**src/hw/rtl/lfucp_pkg.sv**
```systemverilog
// ----------------------------------------------------------------------------
// lfucp_pkg
// Shared types and constants for the LFU cache with recency tie break.
// ----------------------------------------------------------------------------
package lfucp_pkg;

    localparam int ENTRIES_DEF    = 16;
    localparam int KEY_BITS_DEF   = 32;
    localparam int VALUE_BITS_DEF = 32;
    localparam int COUNT_BITS_DEF = 16;

    localparam int PORT_KEY_W   = 32;
    localparam int PORT_VALUE_W = 32;
    localparam int CFG_W        = 5;

    localparam logic [CFG_W-1:0] CAP_RESET = 5'd16;

    localparam logic CMD_GET = 1'b0;
    localparam logic CMD_PUT = 1'b1;

    typedef enum logic [1:0] {
        OP_NONE    = 2'd0,
        OP_GET_HIT = 2'd1,
        OP_PUT_HIT = 2'd2,
        OP_FILL    = 2'd3
    } cell_op_t;

    typedef struct packed {
        cell_op_t op;
        logic     sel;
    } cell_ctrl_t;

endpackage

```
**src/hw/rtl/lfucp_cell.sv**
```systemverilog
// ----------------------------------------------------------------------------
// lfucp_cell
// One cache entry: key match, count and recency update, and one stage of the
// victim search chain that hands the best candidate so far to the next cell.
// ----------------------------------------------------------------------------
module lfucp_cell
    import lfucp_pkg::*;
#(
    parameter int KEY_BITS   = KEY_BITS_DEF,
    parameter int VALUE_BITS = VALUE_BITS_DEF,
    parameter int COUNT_BITS = COUNT_BITS_DEF,
    parameter int RANK_W     = 4,
    parameter int IDX_W      = 4,
    parameter int CELL_INDEX = 0
)
(
    input  logic                  clk,
    input  logic                  rst_n,
    input  cell_ctrl_t            ctrl,
    input  logic [RANK_W-1:0]     ref_rank,
    input  logic [KEY_BITS-1:0]   wr_key,
    input  logic [VALUE_BITS-1:0] wr_value,
    output logic                  valid,
    output logic                  hit,
    output logic [VALUE_BITS-1:0] rd_value,
    output logic [RANK_W-1:0]     rank,
    input  logic                  cnd_have_in,
    input  logic [COUNT_BITS-1:0] cnd_count_in,
    input  logic [RANK_W-1:0]     cnd_rank_in,
    input  logic [IDX_W-1:0]      cnd_idx_in,
    output logic                  cnd_have_out,
    output logic [COUNT_BITS-1:0] cnd_count_out,
    output logic [RANK_W-1:0]     cnd_rank_out,
    output logic [IDX_W-1:0]      cnd_idx_out
);

    logic                  valid_reg;
    logic [KEY_BITS-1:0]   key_reg;
    logic [VALUE_BITS-1:0] value_reg;
    logic [COUNT_BITS-1:0] count_reg;
    logic [RANK_W-1:0]     rank_reg;
    logic                  take_self;
    logic                  older;

    assign valid    = valid_reg;
    assign hit      = valid_reg && (key_reg == wr_key);
    assign rd_value = value_reg;
    assign rank     = rank_reg;
    assign older    = valid_reg && (rank_reg < ref_rank);

    // lowest count wins; among equal counts the older entry
    assign take_self = valid_reg && (!cnd_have_in || (count_reg < cnd_count_in) ||
                       ((count_reg == cnd_count_in) && (rank_reg > cnd_rank_in)));

    always_ff @(posedge clk or negedge rst_n)
    begin
        if (!rst_n)
        begin
            valid_reg <= 1'b0;
        end
        else if (ctrl.op == OP_FILL && ctrl.sel)
        begin
            valid_reg <= 1'b1;
        end
    end

    always_ff @(posedge clk)
    begin
        case (ctrl.op) inside
            OP_GET_HIT, OP_PUT_HIT:
            begin
                if (ctrl.sel)
                begin
                    if (count_reg != '1)
                        count_reg <= count_reg + 1'b1;
                    rank_reg <= '0;
                    if (ctrl.op == OP_PUT_HIT)
                        value_reg <= wr_value;
                end
                else if (older)
                begin
                    rank_reg <= rank_reg + 1'b1;
                end
            end
            OP_FILL:
            begin
                if (ctrl.sel)
                begin
                    key_reg   <= wr_key;
                    value_reg <= wr_value;
                    count_reg <= COUNT_BITS'(1);
                    rank_reg  <= '0;
                end
                else if (older)
                begin
                    rank_reg <= rank_reg + 1'b1;
                end
            end
            default:
            begin
            end
        endcase
    end

    always_ff @(posedge clk)
    begin
        if (take_self)
        begin
            cnd_have_out  <= 1'b1;
            cnd_count_out <= count_reg;
            cnd_rank_out  <= rank_reg;
            cnd_idx_out   <= IDX_W'(CELL_INDEX);
        end
        else
        begin
            cnd_have_out  <= cnd_have_in;
            cnd_count_out <= cnd_count_in;
            cnd_rank_out  <= cnd_rank_in;
            cnd_idx_out   <= cnd_idx_in;
        end
    end

endmodule

```
**src/hw/rtl/lfu_cache_policy_core.sv**
```systemverilog
// ----------------------------------------------------------------------------
// lfu_cache_policy_core
// Fully associative key/value store with LFU replacement, LRU among ties.
//
//   channel | direction | handshake             | beat
//   req     | in        | req_valid / req_stall | command, key, value
//   rsp     | out       | rsp_valid / rsp_stall | hit, read_value
//   cfg     | in        | cfg_valid / cfg_ready | cfg_data (capacity)
//
// A request passes the look-up state and then the finish state; a put that
// misses in a full store runs a victim search in between, which walks the
// cell chain, one cell a cycle. One request is in work at a time; a finished
// beat waits in the output register while the next request is taken. Reset
// clears all valid bits at once, so no clearing pass follows it.
// ----------------------------------------------------------------------------
module lfu_cache_policy_core
    import lfucp_pkg::*;
#(
    parameter int ENTRIES    = ENTRIES_DEF,
    parameter int KEY_BITS   = KEY_BITS_DEF,
    parameter int VALUE_BITS = VALUE_BITS_DEF,
    parameter int COUNT_BITS = COUNT_BITS_DEF
)
(
    input  logic                    clk,
    input  logic                    rst_n,
    input  logic                    req_valid,
    output logic                    req_stall,
    input  logic                    command,
    input  logic [PORT_KEY_W-1:0]   key,
    input  logic [PORT_VALUE_W-1:0] value,
    output logic                    rsp_valid,
    input  logic                    rsp_stall,
    output logic                    hit,
    output logic [PORT_VALUE_W-1:0] read_value,
    input  logic                    cfg_valid,
    output logic                    cfg_ready,
    input  logic [CFG_W-1:0]        cfg_data
);

    localparam int IDX_W  = (ENTRIES > 1) ? $clog2(ENTRIES) : 1;
    localparam int RANK_W = IDX_W;
    localparam int OCC_W  = $clog2(ENTRIES + 1);
    localparam int CMP_W  = (OCC_W > CFG_W) ? OCC_W : CFG_W;

    typedef enum logic [3:0] {
        ST_IDLE   = 4'b0001,
        ST_LOOK   = 4'b0010,
        ST_SWEEP  = 4'b0100,
        ST_FINISH = 4'b1000
    } state_t;

    state_t                  state_reg;
    logic [CFG_W-1:0]        capacity_reg;
    logic [OCC_W-1:0]        occ_reg;
    logic [OCC_W-1:0]        sweep_reg;
    logic                    cmd_reg;
    logic [KEY_BITS-1:0]     key_reg;
    logic [VALUE_BITS-1:0]   value_reg;
    cell_op_t                op_reg;
    logic [IDX_W-1:0]        tgt_reg;
    logic [RANK_W-1:0]       ref_reg;
    logic                    hit_res_reg;
    logic [PORT_VALUE_W-1:0] rdata_reg;
    logic                    rsp_valid_reg;
    logic                    hit_out_reg;
    logic [PORT_VALUE_W-1:0] read_value_reg;

    logic                    cell_valid [ENTRIES];
    logic                    cell_hit   [ENTRIES];
    logic [VALUE_BITS-1:0]   cell_value [ENTRIES];
    logic [RANK_W-1:0]       cell_rank  [ENTRIES];
    cell_ctrl_t              cell_ctrl  [ENTRIES];

    logic                    ch_have  [ENTRIES+1];
    logic [COUNT_BITS-1:0]   ch_count [ENTRIES+1];
    logic [RANK_W-1:0]       ch_rank  [ENTRIES+1];
    logic [IDX_W-1:0]        ch_idx   [ENTRIES+1];

    logic                    any_hit;
    logic [IDX_W-1:0]        hit_idx;
    logic [IDX_W-1:0]        free_idx;
    logic [CMP_W-1:0]        cap_eff;
    logic                    full;
    logic                    out_free;
    logic                    apply;

    assign cfg_ready  = 1'b1;
    assign req_stall  = (state_reg != ST_IDLE);
    assign rsp_valid  = rsp_valid_reg;
    assign hit        = hit_out_reg;
    assign read_value = read_value_reg;

    assign cap_eff  = (CMP_W'(capacity_reg) > CMP_W'(ENTRIES)) ? CMP_W'(ENTRIES)
                                                               : CMP_W'(capacity_reg);
    assign full     = (CMP_W'(occ_reg) >= cap_eff);
    assign out_free = !rsp_valid_reg || !rsp_stall;
    assign apply    = (state_reg == ST_FINISH) && out_free;

    // lowest matching slot and lowest free slot
    always_comb
    begin
        any_hit  = 1'b0;
        hit_idx  = '0;
        free_idx = '0;
        for (int i = ENTRIES - 1; i >= 0; i--)
        begin
            if (cell_hit[i])
            begin
                any_hit = 1'b1;
                hit_idx = IDX_W'(i);
            end
            if (!cell_valid[i])
                free_idx = IDX_W'(i);
        end
    end

    assign ch_have[0]  = 1'b0;
    assign ch_count[0] = '0;
    assign ch_rank[0]  = '0;
    assign ch_idx[0]   = '0;

    for (genvar g = 0; g < ENTRIES; g++)
    begin : g_cell
        always_comb
        begin
            cell_ctrl[g].op  = apply ? op_reg : OP_NONE;
            cell_ctrl[g].sel = (tgt_reg == IDX_W'(g));
        end

        lfucp_cell #(
            .KEY_BITS   (KEY_BITS),
            .VALUE_BITS (VALUE_BITS),
            .COUNT_BITS (COUNT_BITS),
            .RANK_W     (RANK_W),
            .IDX_W      (IDX_W),
            .CELL_INDEX (g)
        ) u_cell (
            .clk           (clk),
            .rst_n         (rst_n),
            .ctrl          (cell_ctrl[g]),
            .ref_rank      (ref_reg),
            .wr_key        (key_reg),
            .wr_value      (value_reg),
            .valid         (cell_valid[g]),
            .hit           (cell_hit[g]),
            .rd_value      (cell_value[g]),
            .rank          (cell_rank[g]),
            .cnd_have_in   (ch_have[g]),
            .cnd_count_in  (ch_count[g]),
            .cnd_rank_in   (ch_rank[g]),
            .cnd_idx_in    (ch_idx[g]),
            .cnd_have_out  (ch_have[g+1]),
            .cnd_count_out (ch_count[g+1]),
            .cnd_rank_out  (ch_rank[g+1]),
            .cnd_idx_out   (ch_idx[g+1])
        );
    end

    always_ff @(posedge clk or negedge rst_n)
    begin
        if (!rst_n)
        begin
            state_reg     <= ST_IDLE;
            capacity_reg  <= CAP_RESET;
            occ_reg       <= '0;
            sweep_reg     <= '0;
            op_reg        <= OP_NONE;
            rsp_valid_reg <= 1'b0;
        end
        else
        begin
            if (cfg_valid && cfg_ready)
                capacity_reg <= cfg_data;

            // drop the old beat unless a new one replaces it on this edge
            if (rsp_valid_reg && !rsp_stall && !apply)
                rsp_valid_reg <= 1'b0;

            unique case (state_reg)
                ST_IDLE:
                begin
                    if (req_valid)
                        state_reg <= ST_LOOK;
                end
                ST_LOOK:
                begin
                    if (cmd_reg == CMD_GET)
                    begin
                        state_reg <= ST_FINISH;
                        op_reg    <= any_hit ? OP_GET_HIT : OP_NONE;
                    end
                    else if (capacity_reg == '0)
                    begin
                        state_reg <= ST_FINISH;
                        op_reg    <= OP_NONE;
                    end
                    else if (any_hit)
                    begin
                        state_reg <= ST_FINISH;
                        op_reg    <= OP_PUT_HIT;
                    end
                    else
                    begin
                        op_reg <= OP_FILL;
                        if (full)
                        begin
                            state_reg <= ST_SWEEP;
                            sweep_reg <= '0;
                        end
                        else
                        begin
                            state_reg <= ST_FINISH;
                            occ_reg   <= occ_reg + 1'b1;
                        end
                    end
                end
                ST_SWEEP:
                begin
                    // candidate passes through one chain register per cell to reach the chain end
                    if (sweep_reg == OCC_W'(ENTRIES))
                        state_reg <= ST_FINISH;
                    else
                        sweep_reg <= sweep_reg + 1'b1;
                end
                ST_FINISH:
                begin
                    if (out_free)
                    begin
                        state_reg     <= ST_IDLE;
                        rsp_valid_reg <= 1'b1;
                    end
                end
                default:
                begin
                    state_reg <= ST_IDLE;
                end
            endcase
        end
    end

    always_ff @(posedge clk)
    begin
        if (state_reg == ST_IDLE && req_valid)
        begin
            cmd_reg   <= command;
            key_reg   <= KEY_BITS'(key);
            value_reg <= VALUE_BITS'(value);
        end

        if (state_reg == ST_LOOK)
        begin
            hit_res_reg <= any_hit;
            rdata_reg   <= (cmd_reg == CMD_GET && any_hit)
                           ? PORT_VALUE_W'(cell_value[hit_idx]) : '0;
            if (any_hit)
            begin
                tgt_reg <= hit_idx;
                ref_reg <= cell_rank[hit_idx];
            end
            else
            begin
                // free slot: every valid entry ages by one
                tgt_reg <= free_idx;
                ref_reg <= '1;
            end
        end

        if (state_reg == ST_SWEEP && sweep_reg == OCC_W'(ENTRIES))
        begin
            tgt_reg <= ch_idx[ENTRIES];
            ref_reg <= ch_rank[ENTRIES];
        end

        if (apply)
        begin
            hit_out_reg    <= hit_res_reg;
            read_value_reg <= rdata_reg;
        end
    end

endmodule
```
**config.mk**
```make
export PLATFORM = sky130hd
export DESIGN_NAME = lfu_cache_policy_core
export DESIGN_NICKNAME = d
export VERILOG_FILES = /design/src/hw/rtl/lfucp_pkg.sv /design/src/hw/rtl/lfucp_cell.sv /design/src/hw/rtl/lfu_cache_policy_core.sv
export SDC_FILE = /design/constraint.sdc
export NUM_CORES = 2
export LEC_CHECK = 0
export BUFFER_PORTS_ARGS = -buffer_cell sky130_fd_sc_hd__buf_2
export CAP_MARGIN = 40
export CORE_AREA = 2 2 384 386
export DETAILED_ROUTE_END_ITERATION = 12
export DIE_AREA = 0 0 386 388
export GPL_ROUTABILITY_DRIVEN = 0
export PLACE_DENSITY_LB_ADDON = 0.25
export SYNTH_ARGS = -nofsm -noshare
export SYNTH_HDL_FRONTEND = slang
export SYNTH_SLANG_ARGS = --single-unit
```
**constraint.sdc**
```tcl
create_clock -name clk -period 14.3 [get_ports clk]
set_input_delay 2.86 -clock clk [delete_from_list [all_inputs] [get_ports clk]]
set_output_delay 2.86 -clock clk [all_outputs]
set_load 0.05 [all_outputs]
```
== Word level (Yosys, flattened, before mapping) ==
Cells that the tools add are included.

* Add/subtract/negate cells: 34
* Magnitude comparators: 49
* Equal/unequal tests: 96
* Multiplexer cells: 323
* Bitwise logic cells: 6
* Reduce and logical (&&, ||, !) cells: 190

{| class="wikitable"
|+ Operators by type and width
! cell !! number
|-
| $mux 32 || 67
|-
| $mux 16 || 94
|-
| $eq 32x32->1 || 16
|-
| $mux 4 || 126
|-
| $add 16x1->16 const B || 16
|-
| $ne 16x16->1 const B || 16
|-
| $eq 16x16->1 || 15
|-
| $lt 16x16->1 || 15
|-
| $reduce_and 3->1 || 49
|-
| $bmux 32 s4 || 1
|-
| $logic_and 1x1->1 || 84
|-
| $add 4x1->4 const B || 16
|-
| $lt 4x4->1 || 16
|-
| $gt 4x4->1 || 15
|-
| $eq 4x4->1 const B || 9
|-
| $ne 2x1->1 const B || 17
|-
| $logic_or 1x1->1 || 31
|-
| $mux 5 || 6
|-
| $mux 1 || 23
|-
| $eq 4x3->1 const B || 5
|-
| $logic_not 1->1 || 18
|-
| $bmux 4 s4 || 1
|-
| $ne 2x2->1 const B || 8
|-
| $pmux 4 s4 || 1
|-
| other kinds (20) || 33
|}

* Bits in registers: 1,889
* Bits of input ports: 75
* Output and inout bits: 36
* Logic and storage cells: 854

== Longest topological paths before layout ==
* Depth in word-level cells: 25
* Gate-level depth with buffers: 16
* Depth with buffers taken out: 14

== Hierarchy ==
From an unflattened synthesis, not the netlist that was laid out.

* Cell total of the unflattened synthesis: 6,445
* Area total of the unflattened synthesis: 88,718.8 µm²

{| class="wikitable"
|+ By module, submodules not included
! module !! instances !! cells each !! area each (µm²) !! sequential area each (µm²)
|-
| lfucp_cell (g_cell[0].u_cell ...) || 12 || 348 || 4,898.4 || 3,047.9
|-
| lfu_cache_policy_core || 1 || 900 || 10,435.0 || 4,727.0
|-
| lfucp_cell (g_cell[7].u_cell) || 1 || 339 || 4,880.9 || 3,047.9
|-
| lfucp_cell (g_cell[8].u_cell) || 1 || 339 || 4,879.7 || 3,047.9
|-
| lfucp_cell (g_cell[11].u_cell) || 1 || 345 || 4,870.9 || 3,047.9
|-
| lfucp_cell (g_cell[9].u_cell) || 1 || 346 || 4,870.9 || 3,047.9
|}

== Worst setup path after synthesis ==
No wires, ideal clock.

* Path type: input to register
* Start: input port rsp_stall
* End: register g_cell[12].u_cell.key_reg[0], enable pin
* Library setup time: 0.502 ns
* Data arrival time: 9.084 ns
* Required time: 13.798 ns
* Slack: 4.715 ns
* Stages on the path: 9
* Buffers on the path: 3
* Path through: a21oi_1 -> nand2_1 -> clkbuf_1 -> inv_1 -> ha_1 -> clkbuf_1 -> nand2b_1 -> clkbuf_1 -> nor4_1

* Longest elaborated chain between the ends: 8
* Elaborated cells on any way between the ends: 10
* Classes of those cells: eq/ne (3); mux (1); bitwise (1); reduce/logical (5)

{| class="wikitable"
|+ Ends and longest elaborated chain
! item !! RTL line !! text
|-
| from (decl) || lfu_cache_policy_core.sv:33 || <nowiki>input logic rsp_stall,</nowiki>
|-
| $logic_not 1->1 (*) || lfu_cache_policy_core.sv:97 || <nowiki>assign out_free = !rsp_valid_reg || !rsp_stall;</nowiki>
|-
| $logic_or 1x1->1 (*) || lfu_cache_policy_core.sv:97 ||
|-
| $logic_and 1x1->1 (*) || lfu_cache_policy_core.sv:98 || <nowiki>assign apply = (state_reg == ST_FINISH) && out_free;</nowiki>
|-
| $mux 2 (*) || lfu_cache_policy_core.sv:127 || <nowiki>cell_ctrl[g].op = apply ? op_reg : OP_NONE;</nowiki>
|-
| $eq 2x2->1 (no source line) / $eq 2x1->1 (equally long branches) || - ||
|-
| $reduce_or 2->1 || lfucp_cell.sv:69 || <nowiki>case (ctrl.op) inside</nowiki>
|-
| $not 1->1 (no source line) || - ||
|-
| $reduce_and 3->1 (no source line) (*) || - ||
|-
| to (signal assigned) || lfucp_cell.sv:89 || <nowiki>key_reg <= wr_key;</nowiki>
|-
| to (decl) || lfucp_cell.sv:38 || <nowiki>logic [KEY_BITS-1:0] key_reg;</nowiki>
|}

Mark *: on every way between the ends. The rest lies on a longest branch, timed or not.
A chain may end at the register's enable or synchronous reset.

== Final worst setup path ==
* Start: input port rsp_stall
* End: register g_cell[14].u_cell.key_reg[15], enable pin

* Longest elaborated chain between the ends: 8
* Elaborated cells on any way between the ends: 10
* Classes of those cells: eq/ne (3); mux (1); bitwise (1); reduce/logical (5)

{| class="wikitable"
|+ Ends and longest elaborated chain
! item !! RTL line !! text
|-
| $logic_not 1->1 (*) || lfu_cache_policy_core.sv:97 ||
|-
| $logic_or 1x1->1 (*) || lfu_cache_policy_core.sv:97 ||
|-
| $logic_and 1x1->1 (*) || lfu_cache_policy_core.sv:98 ||
|-
| net apply || lfu_cache_policy_core.sv:86 || <nowiki>logic apply;</nowiki>
|-
| $mux 2 (*) || lfu_cache_policy_core.sv:127 ||
|-
| $eq 2x2->1 (no source line) / $eq 2x1->1 (equally long branches) || - ||
|-
| $reduce_or 2->1 || lfucp_cell.sv:69 ||
|-
| $not 1->1 (no source line) || - ||
|-
| $reduce_and 3->1 (no source line) (*) || - ||
|-
| to (signal assigned) || lfucp_cell.sv:89 ||
|-
| to (decl) || lfucp_cell.sv:38 ||
|}

The timed path passes the listed nets; every way through them passes the cells marked *.

==> flow_summary_export.csv <==
group,metric,value,unit
grt,grt_max_degree,174,
yosys,synth_xor_area_frac,0.0769,
critical_path,required,14.85,ns
yosys,synth_top_family_by_area,"simple AND/OR/NAND/NOR gates",
grt,grt_pass1_wl,317000,um
route,avgViaCountPerCell,6.01,
route,drtPass1Iterations,6,
yosys,syn_nets,7179,
critical_path,rr_startpoint,"key_reg[26]$_DFFE_PP_",
sta,period_minus_slack,6.42,ns
pwr,leakagePower,34.7,nW
sta,tns,0,ns
sta,finClkSkew,0.0594,ns
placed_design,dp_hpwl,132000,um
pwr,p_seq_frac,0.504,
grt,grt_usage,0.276,
yosys,synth.distinct_cells,72,
sta,finalSetupViolCount,0,
floorplanning,io_pins,111,
cells_and_area,fill_cells,10300,
run_status,outcome,"complete, no violations",
sta,fmax,156,MHz
pwr,power_density,136,mW/mm^2
floorplanning,dieArea,0.150,sq mm
sta,rsz0062_at_grt,"false",
yosys,synth_warnings,0,
yosys,synth_area_leaders,"edfxtp_1 (51%), dfxtp_1 (8.5%), ha_1 (5.6%)",
yosys,synth.largest_area_cell,"edfxtp_1",
yosys,synth_edf_count,1483,
critical_path,arrival,6.97,ns
floorplanning,row_count,140,
grt,grt_pass1_vias,53600,
sta,worstMarginPinSlew,1.02,ns
yosys,ys_seq_elements,1889,
critical_path,crit_start,"rsp_stall",
grt,antenna_found_initial,9,
floorplanning,die_y,388,um
yosys,synth_area,0.0867,sq mm
pwr,power.switching,3.38,mW
clock_network,clk_latency,0.84,ns
worst_hold_path,min_path_type,"reg -> reg",
critical_path,crit_path_max_fanout,173,
critical_path,worstSetupEndpointType,"flop",
pwr,p_int,9.69,mW
route,dr_total_vias,54000,
yosys,synth_top_flop_cell,"edfxtp_1",
cells_and_area,syn_to_final_growth,11.2,%
clock_network,root_buffer,"clkbuf_16",
clock_network,clk_pin_slew,0.06,ns
yosys,async_reset_ff_frac,0.0201,
cells_and_area,final_layout_size_suffix_gt1_frac,0.121,
route,wl,206000,um
sta,period_share,0.449,
critical_path,critPathLaunchType,"primary input",
floorplanning,core,0.145,sq mm
pwr,switching_share,0.259,
clock_network,clock_path_buffers,3,
yosys,yosysMostFrequentCell,"edfxtp_1",
grt,grt_overflow,0,
sta,slew_headroom,0.323,
yosys,synth_compound_area_frac,0.0545,
critical_path,path_class,"in -> reg",
route,ant_nets,0,
cells_and_area,post-route-util,0.664,
worst_hold_path,hp-start,"g_cell[6].u_cell.cnd_idx_out[1]$_SDFF_PP1_",
clock_network,ctsResizeCount,0,
sta,slew_violations,0,
cells_and_area,layout.nets,7355,
yosys,yosys.area_share.simple,0.115,
yosys,synthMuxAreaShare,0.0566,
floorplanning,initial_core_util,0.597,
pwr,ir_drop,0.000179,V
yosys,syn_area_per_cell,12.9,sq um
sta,finalHoldViolations,0,
floorplanning,die_w,386,um
pwr,power.total,13.1,mW
yosys,ys_seq_area_frac,0.609,
clock_network,cts_setup_buffers,0,
clock_network,cts_buffers,188,
pwr,p_clk_frac,0.380,
route,dr.first_iter.drc_count,5103,
route,wl_per_cell,23.0,um
clock_network,clock_sinks,1889,
yosys,synth.top_cells.by_count,"edfxtp_1 (1483), xor2_1 (510), nand2_1 (409), ha_1 (391), dfxtp_1 (368)",
clock_network,cts_tree,"yes",
clock_network,hold_buffers,0,
route,drc,0,
placed_design,numPortBuffers,109,
yosys,synth_adder_area_share,0.0564,
clock_network,cts_max_level,4,
run,max_cap_viol_count,0,
yosys,syn-instance-count,6713,
yosys,synth_top_area_frac,0.514,
pwr,p_comb_frac,0.116,
==> metal layers <==
metal | vias up | track usage | share of wire
met1 | 26700 | 0.395 | 0.43
met3 | 408 | 0.0429 | 0.077
met2 | 2079 | 0.431 | 0.46
li1 | 24800 | - | -
met4 | 4 | 0.0920 | 0.031
met5 | - | 0 | 0.00012
==> through the flow <==
step                cells  instance area [sq um]  hold WS [ns]  setup WS [ns]
finish               8972                  96400         0.397           7.88
global route         8969                  96400         0.408           7.59
CTS                  8968                  96400         0.395           7.72
detailed placement   8615                  90100         0.396           6.85
global placement     8590                  89600         0.395           6.53
floorplan            6713                  86700         0.345           4.71
==> cell families (layout without fill, tap and decap cells) <==
family | Yosys count | count (layout)
DFF | 1889 | 1889
buffers and inverters | 625 | 964
adders and majority gates | 391 | 391
other | 1 | 4
AOI/OAI and AO/OA | 714 | 714
and+or+nand+nor | 1868 | 1868
xor gates and xnor gates | 761 | 761
muxes | 464 | 464
==> final timing paths <==
check	to	slack (ns)	depth (start not counted)
hold reg to reg	g_cell[7].u_cell.cnd_idx_out[1]$_SDFF_PP1_	0.40	1
min in group asynchronous	g_cell[15].u_cell.valid$_DFFE_PN0P_	1.87	1
setup reg to reg	rdata_reg[31]$_SDFFCE_PN0P_	8.29	13
max in group asynchronous	state_reg[0]$_DFFE_PN1P_	11.92	2
setup / recovery	g_cell[14].u_cell.key_reg[15]$_DFFE_PP_	7.88	9
hold / removal	g_cell[7].u_cell.cnd_idx_out[1]$_SDFF_PP1_	0.40	1
==> placed cells by master (no fill, tap or decap), drive strengths merged, types with 57 or more instances in the layout <==
master	netlist	final
a211oi	71	71
nor2b	72	72
mux2i	263	263
mux2	200	200
o21ai	262	262
dfxtp	368	368
inv	348	357
nor2	226	226
and2	268	268
nand3	185	185
nand2b	71	71
and3	57	57
nor4	191	191
nand2	409	409
nor3	67	67
clkinv	1	74
a21oi	88	88
xor2	510	510
ha	391	391
nand4	154	154
edfxtp	1483	1483
xnor2	251	251
clkbuf	159	250
buf	117	261
==> power by group through the flow <==
stage	logic [mW]	registers [mW]	clock network, mW
2_1_floorplan	0.984	6.64	0
3_3_place_gp	1.45	6.69	0
3_5_place_dp	1.50	6.70	0
4_1_cts	1.52	6.59	5.02
5_1_grt	1.66	6.62	5.24
6_report	1.52	6.59	4.96
==> layout make-up <==
type	instances	area, sq um	share of cell area
Tap cell	1917	2400	0.0249
Sequential cell	1889	52900	0.548
Timing Repair Buffer	262	2000	0.0208
Clock buffer	250	5130	0.0532
Inverter	349	1310	0.0136
Clock inverter	103	1160	0.0120
Multi-Input combinational cell	4199	31500	0.327
Antenna cell	3	7.51	0.0000779
==> critical path, stage by stage <==
cell      delay (ns)
buf_2           0.12
a21oi_4         0.10
buf_4           0.55
nand2_2         0.46
ha_4            0.98
buf_12          0.43
nand2b_2        0.79
nor3_2          0.27
buf_4           0.31
Note: power is estimated with default switching activity, not from simulation.
